### src/rtl/rpo_pkg.sv
// Shared types and constants for the RGB pixel point operator.
// No dependencies.
package rpo_pkg;

  localparam int PIX_W      = 8;
  localparam int FACTOR_W   = 12;
  localparam int CFG_IDX_W  = 2;
  localparam int CFG_DATA_W = 12;

  typedef enum logic [2:0] {
    MODE_LUMA    = 3'd0,
    MODE_AVERAGE = 3'd1,
    MODE_RED     = 3'd2,
    MODE_GREEN   = 3'd3,
    MODE_BLUE    = 3'd4,
    MODE_BOOST   = 3'd5,
    MODE_THRESH  = 3'd6,
    MODE_INVERT  = 3'd7
  } mode_e;

  localparam logic [CFG_IDX_W-1:0] CFG_MODE   = 2'd0;
  localparam logic [CFG_IDX_W-1:0] CFG_THRESH = 2'd1;
  localparam logic [CFG_IDX_W-1:0] CFG_BOOST  = 2'd2;

  localparam logic [FACTOR_W-1:0] BOOST_RESET = 12'd256;

  localparam logic [15:0] LUMA_WR = 16'd19595;
  localparam logic [15:0] LUMA_WG = 16'd38470;
  localparam logic [15:0] LUMA_WB = 16'd7471;

  // x / 3 == (x * 683) >> 11 for x up to 765
  localparam logic [9:0] AVG_RECIP = 10'd683;

  localparam logic [PIX_W-1:0] PIX_MAX = 8'hFF;

  typedef struct packed {
    logic s1;
    logic s2;
    logic s3;
  } stage_en_t;

endpackage

### src/rtl/rpo_boost_lane.sv
// One channel of the boost operation: Q4.8 gain, truncate, wrap modulo 255.
// Two register stages; the wrap feeds the caller's output register. Depends on rpo_pkg.
module rpo_boost_lane (
  input  logic                            clk_i,
  input  rpo_pkg::stage_en_t              stage_en_i,
  input  logic [rpo_pkg::PIX_W-1:0]       chan_i,
  input  logic [rpo_pkg::FACTOR_W-1:0]    factor_i,
  output logic [rpo_pkg::PIX_W-1:0]       chan_o
);
  import rpo_pkg::*;

  logic [19:0] prod_q;
  logic [8:0]  fold_d, fold_q;
  logic [7:0]  res_d;

  // 256 == 1 mod 255: add the high nibble and low byte of the truncated product
  assign fold_d = 9'(prod_q[19:16]) + 9'(prod_q[15:8]);
  assign res_d  = (fold_q >= 9'd255) ? 8'(fold_q - 9'd255) : fold_q[7:0];

  always_ff @(posedge clk_i) begin
    if (stage_en_i.s1) begin
      prod_q <= 20'(chan_i) * 20'(factor_i);
    end
    if (stage_en_i.s2) begin
      fold_q <= fold_d;
    end
  end

  assign chan_o = res_d;

endmodule

### src/rtl/rgb_pixel_point_operator_core.sv
// RGB pixel point operator: luma, average, channel keep, boost, threshold, invert.
// Registered from input word to output word; throughput one word per cycle while out_ready_i does not stall the output.
// Stages: products and channel sum, luma sum with reciprocal multiply and fold, wrap and mode select.
// Async active-low reset clears valid bits and restores mode 0, threshold 0,
// boost factor 1.0. Depends on rpo_pkg and rpo_boost_lane.
module rgb_pixel_point_operator_core (
  input  logic                              clk_i,
  input  logic                              rst_ni,
  input  logic                              cfg_we_i,
  input  logic [rpo_pkg::CFG_IDX_W-1:0]     cfg_idx_i,
  input  logic [rpo_pkg::CFG_DATA_W-1:0]    cfg_wdata_i,
  input  logic                              in_valid_i,
  output logic                              in_ready_o,
  input  logic [rpo_pkg::PIX_W-1:0]         red_in_i,
  input  logic [rpo_pkg::PIX_W-1:0]         green_in_i,
  input  logic [rpo_pkg::PIX_W-1:0]         blue_in_i,
  output logic                              out_valid_o,
  input  logic                              out_ready_i,
  output logic [rpo_pkg::PIX_W-1:0]         red_out_o,
  output logic [rpo_pkg::PIX_W-1:0]         green_out_o,
  output logic [rpo_pkg::PIX_W-1:0]         blue_out_o
);
  import rpo_pkg::*;

  mode_e               mode_q;
  logic [PIX_W-1:0]    thresh_q;
  logic [FACTOR_W-1:0] factor_q;

  logic      v1_q, v2_q, v3_q;
  stage_en_t en;

  logic [PIX_W-1:0] r1_q, g1_q, b1_q, r2_q, g2_q, b2_q;
  logic [23:0]      lr1_q, lg1_q, lb1_q;
  logic [9:0]       sum1_q;
  logic [23:0]      lsum_d;
  logic [PIX_W-1:0] luma2_q;
  logic [19:0]      avgp2_q;
  logic [PIX_W-1:0] boost_r, boost_g, boost_b;
  logic [PIX_W-1:0] ro_d, go_d, bo_d, ro_q, go_q, bo_q;
  logic [PIX_W-1:0] avg;

  assign en.s3 = !v3_q || out_ready_i;
  assign en.s2 = !v2_q || en.s3;
  assign en.s1 = !v1_q || en.s2;

  assign in_ready_o = en.s1;

  always_ff @(posedge clk_i or negedge rst_ni) begin
    if (!rst_ni) begin
      mode_q   <= MODE_LUMA;
      thresh_q <= '0;
      factor_q <= BOOST_RESET;
    end else if (cfg_we_i) begin
      unique case (cfg_idx_i)
        CFG_MODE:   mode_q   <= mode_e'(cfg_wdata_i[2:0]);
        CFG_THRESH: thresh_q <= cfg_wdata_i[PIX_W-1:0];
        CFG_BOOST:  factor_q <= cfg_wdata_i[FACTOR_W-1:0];
        default: ;
      endcase
    end
  end

  always_ff @(posedge clk_i or negedge rst_ni) begin
    if (!rst_ni) begin
      v1_q <= 1'b0;
      v2_q <= 1'b0;
      v3_q <= 1'b0;
    end else begin
      if (en.s1) v1_q <= in_valid_i;
      if (en.s2) v2_q <= v1_q;
      if (en.s3) v3_q <= v2_q;
    end
  end

  assign lsum_d = lr1_q + lg1_q + lb1_q;

  always_ff @(posedge clk_i) begin
    if (en.s1) begin
      r1_q   <= red_in_i;
      g1_q   <= green_in_i;
      b1_q   <= blue_in_i;
      lr1_q  <= 24'(LUMA_WR) * 24'(red_in_i);
      lg1_q  <= 24'(LUMA_WG) * 24'(green_in_i);
      lb1_q  <= 24'(LUMA_WB) * 24'(blue_in_i);
      sum1_q <= 10'(red_in_i) + 10'(green_in_i) + 10'(blue_in_i);
    end
    if (en.s2) begin
      r2_q    <= r1_q;
      g2_q    <= g1_q;
      b2_q    <= b1_q;
      luma2_q <= lsum_d[23:16];
      avgp2_q <= 20'(sum1_q) * 20'(AVG_RECIP);
    end
    if (en.s3) begin
      ro_q <= ro_d;
      go_q <= go_d;
      bo_q <= bo_d;
    end
  end

  rpo_boost_lane u_boost_r (
    .clk_i      (clk_i),
    .stage_en_i (en),
    .chan_i     (red_in_i),
    .factor_i   (factor_q),
    .chan_o     (boost_r)
  );

  rpo_boost_lane u_boost_g (
    .clk_i      (clk_i),
    .stage_en_i (en),
    .chan_i     (green_in_i),
    .factor_i   (factor_q),
    .chan_o     (boost_g)
  );

  rpo_boost_lane u_boost_b (
    .clk_i      (clk_i),
    .stage_en_i (en),
    .chan_i     (blue_in_i),
    .factor_i   (factor_q),
    .chan_o     (boost_b)
  );

  assign avg = avgp2_q[18:11];

  always_comb begin
    ro_d = '0;
    go_d = '0;
    bo_d = '0;
    unique case (mode_q)
      MODE_LUMA: begin
        ro_d = luma2_q;
        go_d = luma2_q;
        bo_d = luma2_q;
      end
      MODE_AVERAGE: begin
        ro_d = avg;
        go_d = avg;
        bo_d = avg;
      end
      MODE_RED:   ro_d = r2_q;
      MODE_GREEN: go_d = g2_q;
      MODE_BLUE:  bo_d = b2_q;
      MODE_BOOST: begin
        ro_d = boost_r;
        go_d = boost_g;
        bo_d = boost_b;
      end
      MODE_THRESH: begin
        ro_d = (luma2_q > thresh_q) ? PIX_MAX : '0;
        go_d = ro_d;
        bo_d = ro_d;
      end
      MODE_INVERT: begin
        ro_d = PIX_MAX - r2_q;
        go_d = PIX_MAX - g2_q;
        bo_d = PIX_MAX - b2_q;
      end
      default: ;
    endcase
  end

  assign out_valid_o = v3_q;
  assign red_out_o   = ro_q;
  assign green_out_o = go_q;
  assign blue_out_o  = bo_q;

endmodule

### config.mk
export PLATFORM = sky130hd
export DESIGN_NAME = rgb_pixel_point_operator_core
export DESIGN_NICKNAME = d
export VERILOG_FILES = /design/src/rtl/rpo_pkg.sv /design/src/rtl/rpo_boost_lane.sv /design/src/rtl/rgb_pixel_point_operator_core.sv
export SDC_FILE = /design/constraint.sdc
export NUM_CORES = 1
export LEC_CHECK = 0
export BUFFER_PORTS_ARGS = -buffer_cell sky130_fd_sc_hd__buf_2
export CAP_MARGIN = 0
export CORE_MARGIN = 1
export CORE_UTILIZATION = 40
export CTS_BUF_LIST = sky130_fd_sc_hd__clkbuf_4
export DETAILED_ROUTE_END_ITERATION = 8
export SYNTH_ARGS = -nofsm -noshare
export SYNTH_HDL_FRONTEND = slang
export SYNTH_SLANG_ARGS = --single-unit
### constraint.sdc
create_clock -name clk_i -period 7.08 [get_ports clk_i]
set_input_delay 0.354 -clock clk_i [delete_from_list [all_inputs] [get_ports clk_i]]
set_output_delay 0.354 -clock clk_i [all_outputs]
set_load 0.02 [all_outputs]
# Word level (Yosys, flattened, before mapping)

Cells that the tools add are included.

Register bits after elaboration: 289
Bits in latches: 0
Bits in writable memories: 0
Bits in read-only memories: 0
Input bits: 43
Output and inout port bits: 26
Word-level logic and storage cells: 78
Memories kept: 0

Add/sub/neg operators: 13
Multipliers: 7
Div/mod/pow operators: 0
Magnitude comparators: 4
Eq/ne operators: 9
Shift operators: 0
Multiplexer cells: 7
Bitwise gates (word level): 0
Reduce and logical (&&, ||, !) cells: 11

Operators with widths:

| operator                                                                             | number |
|---|---|
| 8-bit one-hot mux with 6 select lines                                                | 3 |
| 8-bit by 12-bit multiplier with 20-bit output                                        | 3 |
| 15-bit by 8-bit multiplier with 23-bit output (first input constant)                 | 2 |
| 8-bit 2-to-1 mux                                                                     | 4 |
| 4-bit by 8-bit adder with 9-bit output                                               | 3 |
| 9-bit by 8-bit greater-or-equal comparator with 1-bit output (second input constant) | 3 |
| 23-bit by 24-bit adder with 24-bit output                                            | 1 |
| 24-bit by 21-bit adder with 24-bit output                                            | 1 |
| 8-bit subtractor (first input constant)                                              | 3 |
| 8-bit subtractor (second input constant)                                             | 3 |
| 13-bit by 8-bit multiplier with 21-bit output (first input constant)                 | 1 |
| 10-bit by 10-bit multiplier with 19-bit output (second input constant)               | 1 |
| 3-bit == test (second input constant)                                                | 4 |
| 9-bit by 8-bit adder with 10-bit output                                              | 1 |
| 8-bit by 8-bit adder with 9-bit output                                               | 1 |
| 8-bit > comparator                                                                   | 1 |
| 3-bit by 2-bit == test with 1-bit output (second input constant)                     | 2 |
| 2-bit AND reduction                                                                  | 3 |
| 3-bit by 1-bit == test with 1-bit output (second input constant)                     | 1 |
| 1-bit logical NOT                                                                    | 3 |
| 3-bit logical NOT                                                                    | 1 |
| 1-bit logical OR                                                                     | 3 |
| 2-bit by 1-bit == test with 1-bit output (second input constant)                     | 1 |
| 2-bit == test (second input constant)                                                | 1 |
| 2-bit logical NOT                                                                    | 1 |

# Longest topological paths before layout

Gate-level depths: netlist of run 1.

Depth in word-level cells: 4
Mapped depth: 20
Mapped depth without buffers: 18

# Hierarchy

Synthesis of run 1 repeated with hierarchy kept, for this count alone.

Cell total of the unflattened synthesis: 2535
Area total of the unflattened synthesis: 27437.6 um^2

By module, submodules not included:

| module                        | times used | cells each | area an instance (um^2) | seq. area each (um^2) |
|---|---|---|---|---|
| rgb_pixel_point_operator_core | 1          | 1312       | 15579.9                 | 5516.5 |
| rpo_boost_lane at u_boost_b   | 1          | 416        | 4026.4                  | 630.6 |
| rpo_boost_lane at u_boost_g   | 1          | 406        | 3931.3                  | 630.6 |
| rpo_boost_lane at u_boost_r   | 1          | 401        | 3900.0                  | 630.6 |

# Worst setup path after synthesis of run 1

No wires, ideal clock.

Kind: register to register
Start: reg v3_q (netlist: out_valid_o)
End: reg b1_q[0] (enable)
Data arrival time: 4386 ps
Data required time: 5233 ps
Setup slack: 847 ps
Cell stages (with the launch flop): 2
Path buffers: 0
Period minus slack after synthesis: 6233 ps
Path through: dfrtp_1 > nand4b_1

Word-level cells in the longest chain between the ends: 4

Ends and longest elaborated chain:

| element                | line                                | source |
|---|---|---|
| from (decl)            | rgb_pixel_point_operator_core.sv:29 | `logic v1_q, v2_q, v3_q;` |
| from (signal assigned) | rgb_pixel_point_operator_core.sv:71 | `if (en.s3) v3_q <= v2_q;` |
| 1-bit logical NOT      | rgb_pixel_point_operator_core.sv:42 | `assign en.s3 = !v3_q \|\| out_ready_i;` |
| 1-bit logical OR       | rgb_pixel_point_operator_core.sv:42 |  |
| 1-bit logical OR       | rgb_pixel_point_operator_core.sv:43 | `assign en.s2 = !v2_q \|\| en.s3;` |
| 1-bit logical OR       | rgb_pixel_point_operator_core.sv:44 | `assign en.s1 = !v1_q \|\| en.s2;` |
| net in_ready_o         | rgb_pixel_point_operator_core.sv:13 | `output logic in_ready_o,` |
| to (signal assigned)   | rgb_pixel_point_operator_core.sv:81 | `b1_q <= blue_in_i;` |
| to (decl)              | rgb_pixel_point_operator_core.sv:32 | `logic [PIX_W-1:0] r1_q, g1_q, b1_q, r2_q, g2_q, b2_q;` |

The timed path passes the listed nets, and every way through them passes these cells.
A chain may end at the register's enable or synchronous reset.

# Final worst setup path of run 1

Start: reg factor_q[9]
End: reg u_boost_r.prod_q[18] (data pin)

Word-level cells in the longest chain between the ends: 1

Ends and longest elaborated chain:

| element                                       | line                                | source |
|---|---|---|
| from (decl)                                   | rgb_pixel_point_operator_core.sv:27 | `logic [FACTOR_W-1:0] factor_q;` |
| from (signal assigned)                        | rgb_pixel_point_operator_core.sv:57 | `CFG_BOOST: factor_q <= cfg_wdata_i[FACTOR_W-1:0];` |
| 8-bit by 12-bit multiplier with 20-bit output | rpo_boost_lane.sv:22                | `prod_q <= 20'(chan_i) * 20'(factor_i);` |
| to (signal assigned)                          | rpo_boost_lane.sv:22                |  |
| to (decl)                                     | rpo_boost_lane.sv:12                | `logic [19:0] prod_q;` |

No other way between the ends.

==> results.md, run 1 <==
* CP max FO at 26
* CTS Buffer Depth at 3
* XOR/XNOR share of the synthesized area at 4.17%
* Yosys top cell by area: edfxtp_1
* Hold Crit Start: blue_in_i[7]
* Wire length per cell after detailed routing at approximately 18 um
* Worst hold stages at 1
* Post-synth EDFFs at roughly 230
* Post-layout util at between 40% and 50%
* Fill cells at approximately 6.4k
* Share of cells above drive strength 1 at under 10%
* IO Pins at 69
* Syn Inst Count at ~2.6k
* Synth Area in Compound Gates at ~8.3%
* Worst hold endpoint: b1_q[7]
* Worst Setup Path Type: reg -> reg
* Tmin final at 5.40 ns
* F_max at 185 MHz
* Critical Path End Type: register
* DR vias/cell at 5.19
* Final WL at roughly 65 mm
* Worst Path Required at 7.63 ns
* Clk Tree Root Cell: clkbuf_4
* M3 GR Usage at roughly 3.6%
* Starting density of the core at roughly 40%
* Synth Area in Adders at around two fifths
* Synth Cell Area at between 0.02 and 0.03 mm^2
* DPL Wire Length at roughly 50 mm
* Final Max Tran Viols at 0
* Placed insts at between 3k and 4k
* Leading post-synthesis cells by cell area: edfxtp_1 25%, fa_1 22%, ha_1 19%
* H-tree levels at 3
* Max cap viols at 0
* CTS buffer count at 70
* CTS Sinks at approximately 250
* Mapped Nets at approximately 3.3k
* Seq/Total Area, Yosys at a little over a quarter
* Post-route ant nets at 0
* Slew HR at between 20% and 30%
* FF-to-FF path depth at 16
* # setup viols final at 0
* Initial antenna violation count at 8
* Largest family of logic cells by synthesized area: adder cells
* Synth top area share at between 20% and 30%
* Post-Synth Simple-Gate Area at between 10% and 20%
* Iteration-0 DRC count of the detailed router at between 1k and 1.5k
* Mux contribution to synthesized area at ~1.3%
* Startpoint Class: register
* Worst slew pin tran at ~1.1 ns
* Grt ovf at 0
* Status: finished, final reports clean
* FF-to-FF End: u_boost_r.prod_q[18]
* DR pass1 iterations at 5
* CP arrival at 5.95 ns
* GRT Overall Usage at just under 20%
* Post-route setup TNS at 0 ns
* DRC errors left at 0
* Largest net degree at the start of global routing at 137
* Skew final at approximately 0.055 ns
* Die area at 0.0688 mm^2
* Routed vias at 18.6k
* Vias in the first global route at around 20k
* First-pass GRT wire length at between 100 and 150 mm
* Fin nets at roughly 3.4k
* CTS tree: yes
* Post-synth top flop: edfxtp_1
* Die width at between 200 and 300 um
* Period utilisation layout at between 70% and 80%
* # port buffers at 68
* Placer congestion estimate at between 0.8 and 0.9
* Unrepaired setup endpoints after global routing: no
* Cell variety after synth at 66
* Hold Path Class: in -> reg
* Met1 Use GR at 26.8%
* Internal reg-to-reg setup slack at between 1.5 and 2 ns
* Async S/R FF share, synth at approximately 10%
* Most instantiated cells after synthesis: 433 x inv_1, 401 x ha_1, 292 x fa_1
* Most frequent cell after synthesis: inv_1
* Worst reg2reg startpoint: factor_q[9]
* Finished Layout Cells at between 3k and 4k
* Clock latency on the worst-skew pair at about 0.8 ns
* Worst-path clk slew at about 0.070 ns
* Core box area at roughly 0.067 mm^2
* Hold violation count in the final report at 0
* Height of the die at roughly 260 um
* Rows at 95
* Layout area overhead at 9.08%
* Met2 Usage GRT at between 30% and 40%
* Yosys reg bits at 251
* Synth warn at 0
* Syn_area_per_cell at about 11 um^2
* GR peak layer: met2
* Post-cts sizing count at 0
## per-layer routing
metal | part of all wire, % | up-vias
met5 | 0.020 | -
met4 | 2.3 | 2
met3 | 5.4 | 101
met2 | 45 | 426
met1 | 47 | 9288
li1 | - | 8762
## state kept, by name, indices dropped and copies added, names as in the netlist, 9 cells and up
name,cells
lg1_q,22
lr1_q,22
lb1_q,20
factor_q,12
u_boost_b.prod_q,12
u_boost_g.prod_q,12
u_boost_r.prod_q,12
sum1_q,10
u_boost_b.fold_q,9
u_boost_g.fold_q,9
u_boost_r.fold_q,9
## per-stage QoR
step	instance area, um^2	hold slack [ns]	worst slack (ns)
2_1_floorplan	27100	0.0584	0.847
3_3_place_gp	28400	0.401	1.86
3_5_place_dp	28400	0.405	1.71
4_1_cts	29600	0.00530	1.73
5_1_grt	29600	0.0415	1.46
6_report	29600	0.0844	1.68
## worst max path at each step
stage,start,end,cells after the start
after CTS,factor_q[9],u_boost_r.prod_q[18],17
after global routing,factor_q[5],u_boost_r.prod_q[13],17
after detailed placement,factor_q[9],u_boost_r.prod_q[18],17
after floorplan,out_valid_o,b1_q[0],1
final,factor_q[9],u_boost_r.prod_q[18],16
after global placement,factor_q[5],u_boost_r.prod_q[18],16
## worst max-delay path: stages, from the launching register on
cell      delay (ns)
dfrtp_1         0.97
and2_1          0.29
fa_1            0.47
fa_1            0.49
fa_1            0.53
inv_1           0.05
fa_1            0.47
inv_1           0.04
ha_1            0.32
and3_1          0.20
and3_1          0.18
a211oi_1        0.19
a21boi_1        0.34
o22ai_1         0.20
o21a_1          0.21
nor2_1          0.11
xnor2_1         0.07
## final cells by class
class | instances | area [um^2] | share of cell area (%)
multi-input cells | 1799 | 17800 | 60.3
flip-flops and latches | 251 | 7410 | 25.0
inverters | 433 | 1630 | 5.50
well taps | 873 | 1090 | 3.69
clock buffers | 91 | 683 | 2.31
repair buffers | 102 | 671 | 2.27
clock inverters | 29 | 259 | 0.876
diodes | 3 | 7.51 | 0.0254
## cell families after synthesis
kind of cell    count (synthesis)
flops                         251
simple gates                  596
fa+ha+maj                     693
compound gates                349
xor+xnor                      129
mux                            32
buf+inv                       500
## layout by cell type, fill, tap and decap left out, types with 11 or more instances in the layout
master	count
mux2_2	22
nor2b_1	25
xor2_1	39
nand3_1	23
inv_1	433
nor2_1	73
nand4_1	15
o211ai_1	14
edfxtp_1	225
buf_2	68
and3_1	19
and2_1	232
dlygate4sd3_1	25
clkbuf_4	91
nand2_1	119
fa_1	292
clkinv_1	16
o21a_1	19
xnor2_1	90
a21o_1	40
ha_1	401
a21oi_1	109
nand2b_1	30
a211oi_1	11
o21bai_1	11
o21ai_0	69
nor3_1	23
dfrtp_1	25
## repair_timing
item,CTS,global route
endpoints found under the hold margin,57,0
hold buffers,25,0
buffers inserted,0,0
Power of run 1 is left out: the tool's default activity adds up to more than one toggle a clock period on the data nets, which glitch-free logic cannot reach.
==> inputs of run 2 (changes only) <==
Clock period 7.08 ns to 5.45 ns, I/O delays scaled along.
==> run 2 against run 1 <==
  * The run now ends with DRC left
  * Register-to-register slack lost 1.3 ns
  * Sequential share of layout area shrank 0.29 points
  * Non-clock buffer count grew 51
  * Global-route usage grew 0.75 points
  * Final cell count grew 1.6%
  * Via count grew 0.24%
  * Hold slack is essentially flat
  * Highest routed layer is now met4
==> results.md, run 2 (synthesis results as in run 1) <==
* Post-route ant nets at 0 (unchanged)
* Finished Cell Area at 0.0300 mm^2 (was 0.0296 mm^2)
* Worst slew pin tran at 1.10 ns (was 1.06 ns)
* Area of placed instances at 0.0287 mm^2 (was 0.0284 mm^2)
* Status: finished with violations (was finished, final reports clean)
* Hold violation count in the final report at 0 (unchanged)
* Met2 Usage GRT at 33.4% (was 30.9%)
* Placer congestion estimate at 0.939 (was 0.875)
* Worst Path Required at 5.99 ns (was 7.63 ns)
* GR peak layer: met2 (unchanged)
* Setup WS pre-CTS at 0.189 ns (was 1.71 ns)
* Clk Tree Root Cell: clkbuf_4 (unchanged)
* Failing checks: DRC
* CTS tree: yes (unchanged)
* Fin nets at 3447 (was 3393)
* Hold Path Class: in -> reg (unchanged)
* CP max FO at 18 (was 26)
* CP arrival at 5.63 ns (was 5.95 ns)
* Max cap viols at 0 (unchanged)
* Unrepaired setup endpoints after global routing: no (unchanged)
* Wire length per cell after detailed routing at 18.6 um (was 18.1 um)
* DPL Wire Length at 53.9 mm (was 51.0 mm)
* Starting density of the core at 40.4% (unchanged)
* DR pass1 iterations at 9 (was 5)
* Skew final at 0.0619 ns (was 0.0553 ns)
* Startpoint Class: register (unchanged)
* # port buffers at 68 (unchanged)
* Commonest non-fill, non-tap cell in the layout: inv_1 (unchanged)
* F_max at 196 MHz (was 185 MHz)
* Largest net degree at the start of global routing at 137 (unchanged)
* Routed vias at 18.6k (about the same)
* Critical Path End Type: register (unchanged)
* DRC errors left at 2 (was 0)
* CTS buffer count at 73 (was 70)
* M3 GR Usage at 4.13% (was 3.62%)
* Die width at 262 um (unchanged)
* Clock latency on the worst-skew pair at 0.82 ns (was 0.80 ns)
* CTS Buffer Depth at 3 (unchanged)
* Slew HR at 26.5% (was 29.4%)
* Rows at 95 (unchanged)
* Final WL at 67.5 mm (was 64.9 mm)
* CTS Sinks at 251 (unchanged)
* IO Pins at 69 (unchanged)
* First-pass GRT wire length at 108 mm (was 105 mm)
* Worst-path clk slew at 0.06 ns (was 0.07 ns)
* Tmin final at 5.10 ns (was 5.40 ns)
* DR vias/cell at 5.12 (was 5.19)
* Pint at approximately 0.011 W
* Share of cells above drive strength 1 at 9.74% (was 7.95%)
* Post-CTS Setup Bufs at 0 (unchanged)
* Sequential power share at 21.2%
* GRT Overall Usage at 20.2% (was 19.4%)
* Max IR drop VDD at 662 uV
* Sw Ratio at 46.5%
* Initial antenna violation count at 6 (was 8)
* Period utilisation layout at 93.5% (was 76.3%)
* Leakage at ~14 nW
* Most frequent cells in the layout: 433 x inv_1, 401 x ha_1, 292 x fa_1, 232 x and2_1, 225 x edfxtp_1 (unchanged)
* Die area at 0.0688 mm^2 (unchanged)
* Core box area at 0.0672 mm^2 (unchanged)
* Final Max Tran Viols at 0 (unchanged)
* Layout area overhead at 10.5% (was 9.08%)
* Iteration-0 DRC count of the detailed router at 984 (was 1027)
* Grt ovf at 0 (unchanged)
* Comb pwr share at a little over two thirds
* NetSw at about 0.0092 W
* Top Registers: lg1_q: 22 flops, lr1_q: 22 flops, lb1_q: 20 flops (unchanged)
* Power Total at between 0.015 and 0.02 W
* Vias in the first global route at 20.0k (was 19.5k)
* H-tree levels at 3 (unchanged)
* Clock network power share at roughly 8.8%
* Worst Setup Path Type: reg -> reg (unchanged)
* Pwr dens at 664 mW/mm^2
* # setup viols final at 0 (unchanged)
* Hold WS at 0.0843 ns (was 0.0844 ns)
* Height of the die at 262 um (unchanged)
* Final worst slack at 0.355 ns (was 1.68 ns)
* Met1 Use GR at 26.3% (was 26.8%)
-- run 2: what timing repair did --
action	in CTS	in global routing
hold endpoints to repair	66	0
gates resized for setup	0	5
setup endpoints to repair	0	10
hold buffers	35	0
-- run 2: routing by layer --
layer	part of all wire, %	vias to the layer above
li1	-	8859
met1	45	9205
met2	47	450
met3	5.8	109
met4	2.4	0
met5	0	-
-- run 2: worst paths after layout --
| check | endpoint | cells past startpoint | from | slack (ns) |
|---|---|---|---|---|
| min reg2reg | g2_q[3] | 0 | g1_q[3] | 0.37 |
| max | u_boost_r.prod_q[18] | 16 | factor_q[8] | 0.35 |
| max reg2reg | u_boost_r.prod_q[18] | 16 | factor_q[8] | 0.35 |
| min | b1_q[1] | 1 | blue_in_i[1] | 0.08 |
| max in group asynchronous | factor_q[4] | 2 | rst_ni | 4.75 |
| min in group asynchronous | v1_q | 2 | rst_ni | 0.10 |
-- run 2: layout make-up --
class | instances | area [um^2]
fillers | 6296 | 37200
multi-input cells | 1799 | 17800
flip-flops and latches | 251 | 7410
inverters | 433 | 1630
well taps | 873 | 1090
repair buffers | 153 | 1090
clock buffers | 95 | 713
clock inverters | 32 | 170
diodes | 3 | 7.51
-- run 2: power groups by stage --
| stage | registers [W] | clock network, W | logic (W) |
|---|---|---|---|
| 2_1_floorplan | 0.00407 | 0 | 0.0105 |
| 3_3_place_gp | 0.00424 | 0 | 0.0135 |
| 3_5_place_dp | 0.00426 | 0 | 0.0139 |
| 4_1_cts | 0.00423 | 0.00181 | 0.0141 |
| 5_1_grt | 0.00431 | 0.00190 | 0.0161 |
| 6_report | 0.00422 | 0.00174 | 0.0139 |
-- run 2: worst max-delay path, stage by stage (launching register included) --
cell	delay, ns
dfstp_2	0.79
and2_1	0.22
fa_1	0.45
fa_1	0.50
fa_1	0.49
inv_1	0.05
fa_1	0.47
inv_1	0.04
ha_1	0.32
and3_1	0.18
and3_1	0.18
a211oi_1	0.20
a21boi_1	0.36
o22ai_1	0.20
o21a_1	0.21
nor2_1	0.11
xnor2_1	0.07
-- run 2: metrics by stage --
stage	TNS, ns	util (%)	instances
2_1_floorplan	-94.52	-	2550
3_3_place_gp	0	42.7	3474
3_5_place_dp	0	42.7	3474
4_1_cts	0	44.6	3636
5_1_grt	0	44.6	3638
6_report	0	44.6	3639
Power figures use the tool's default switching activity.
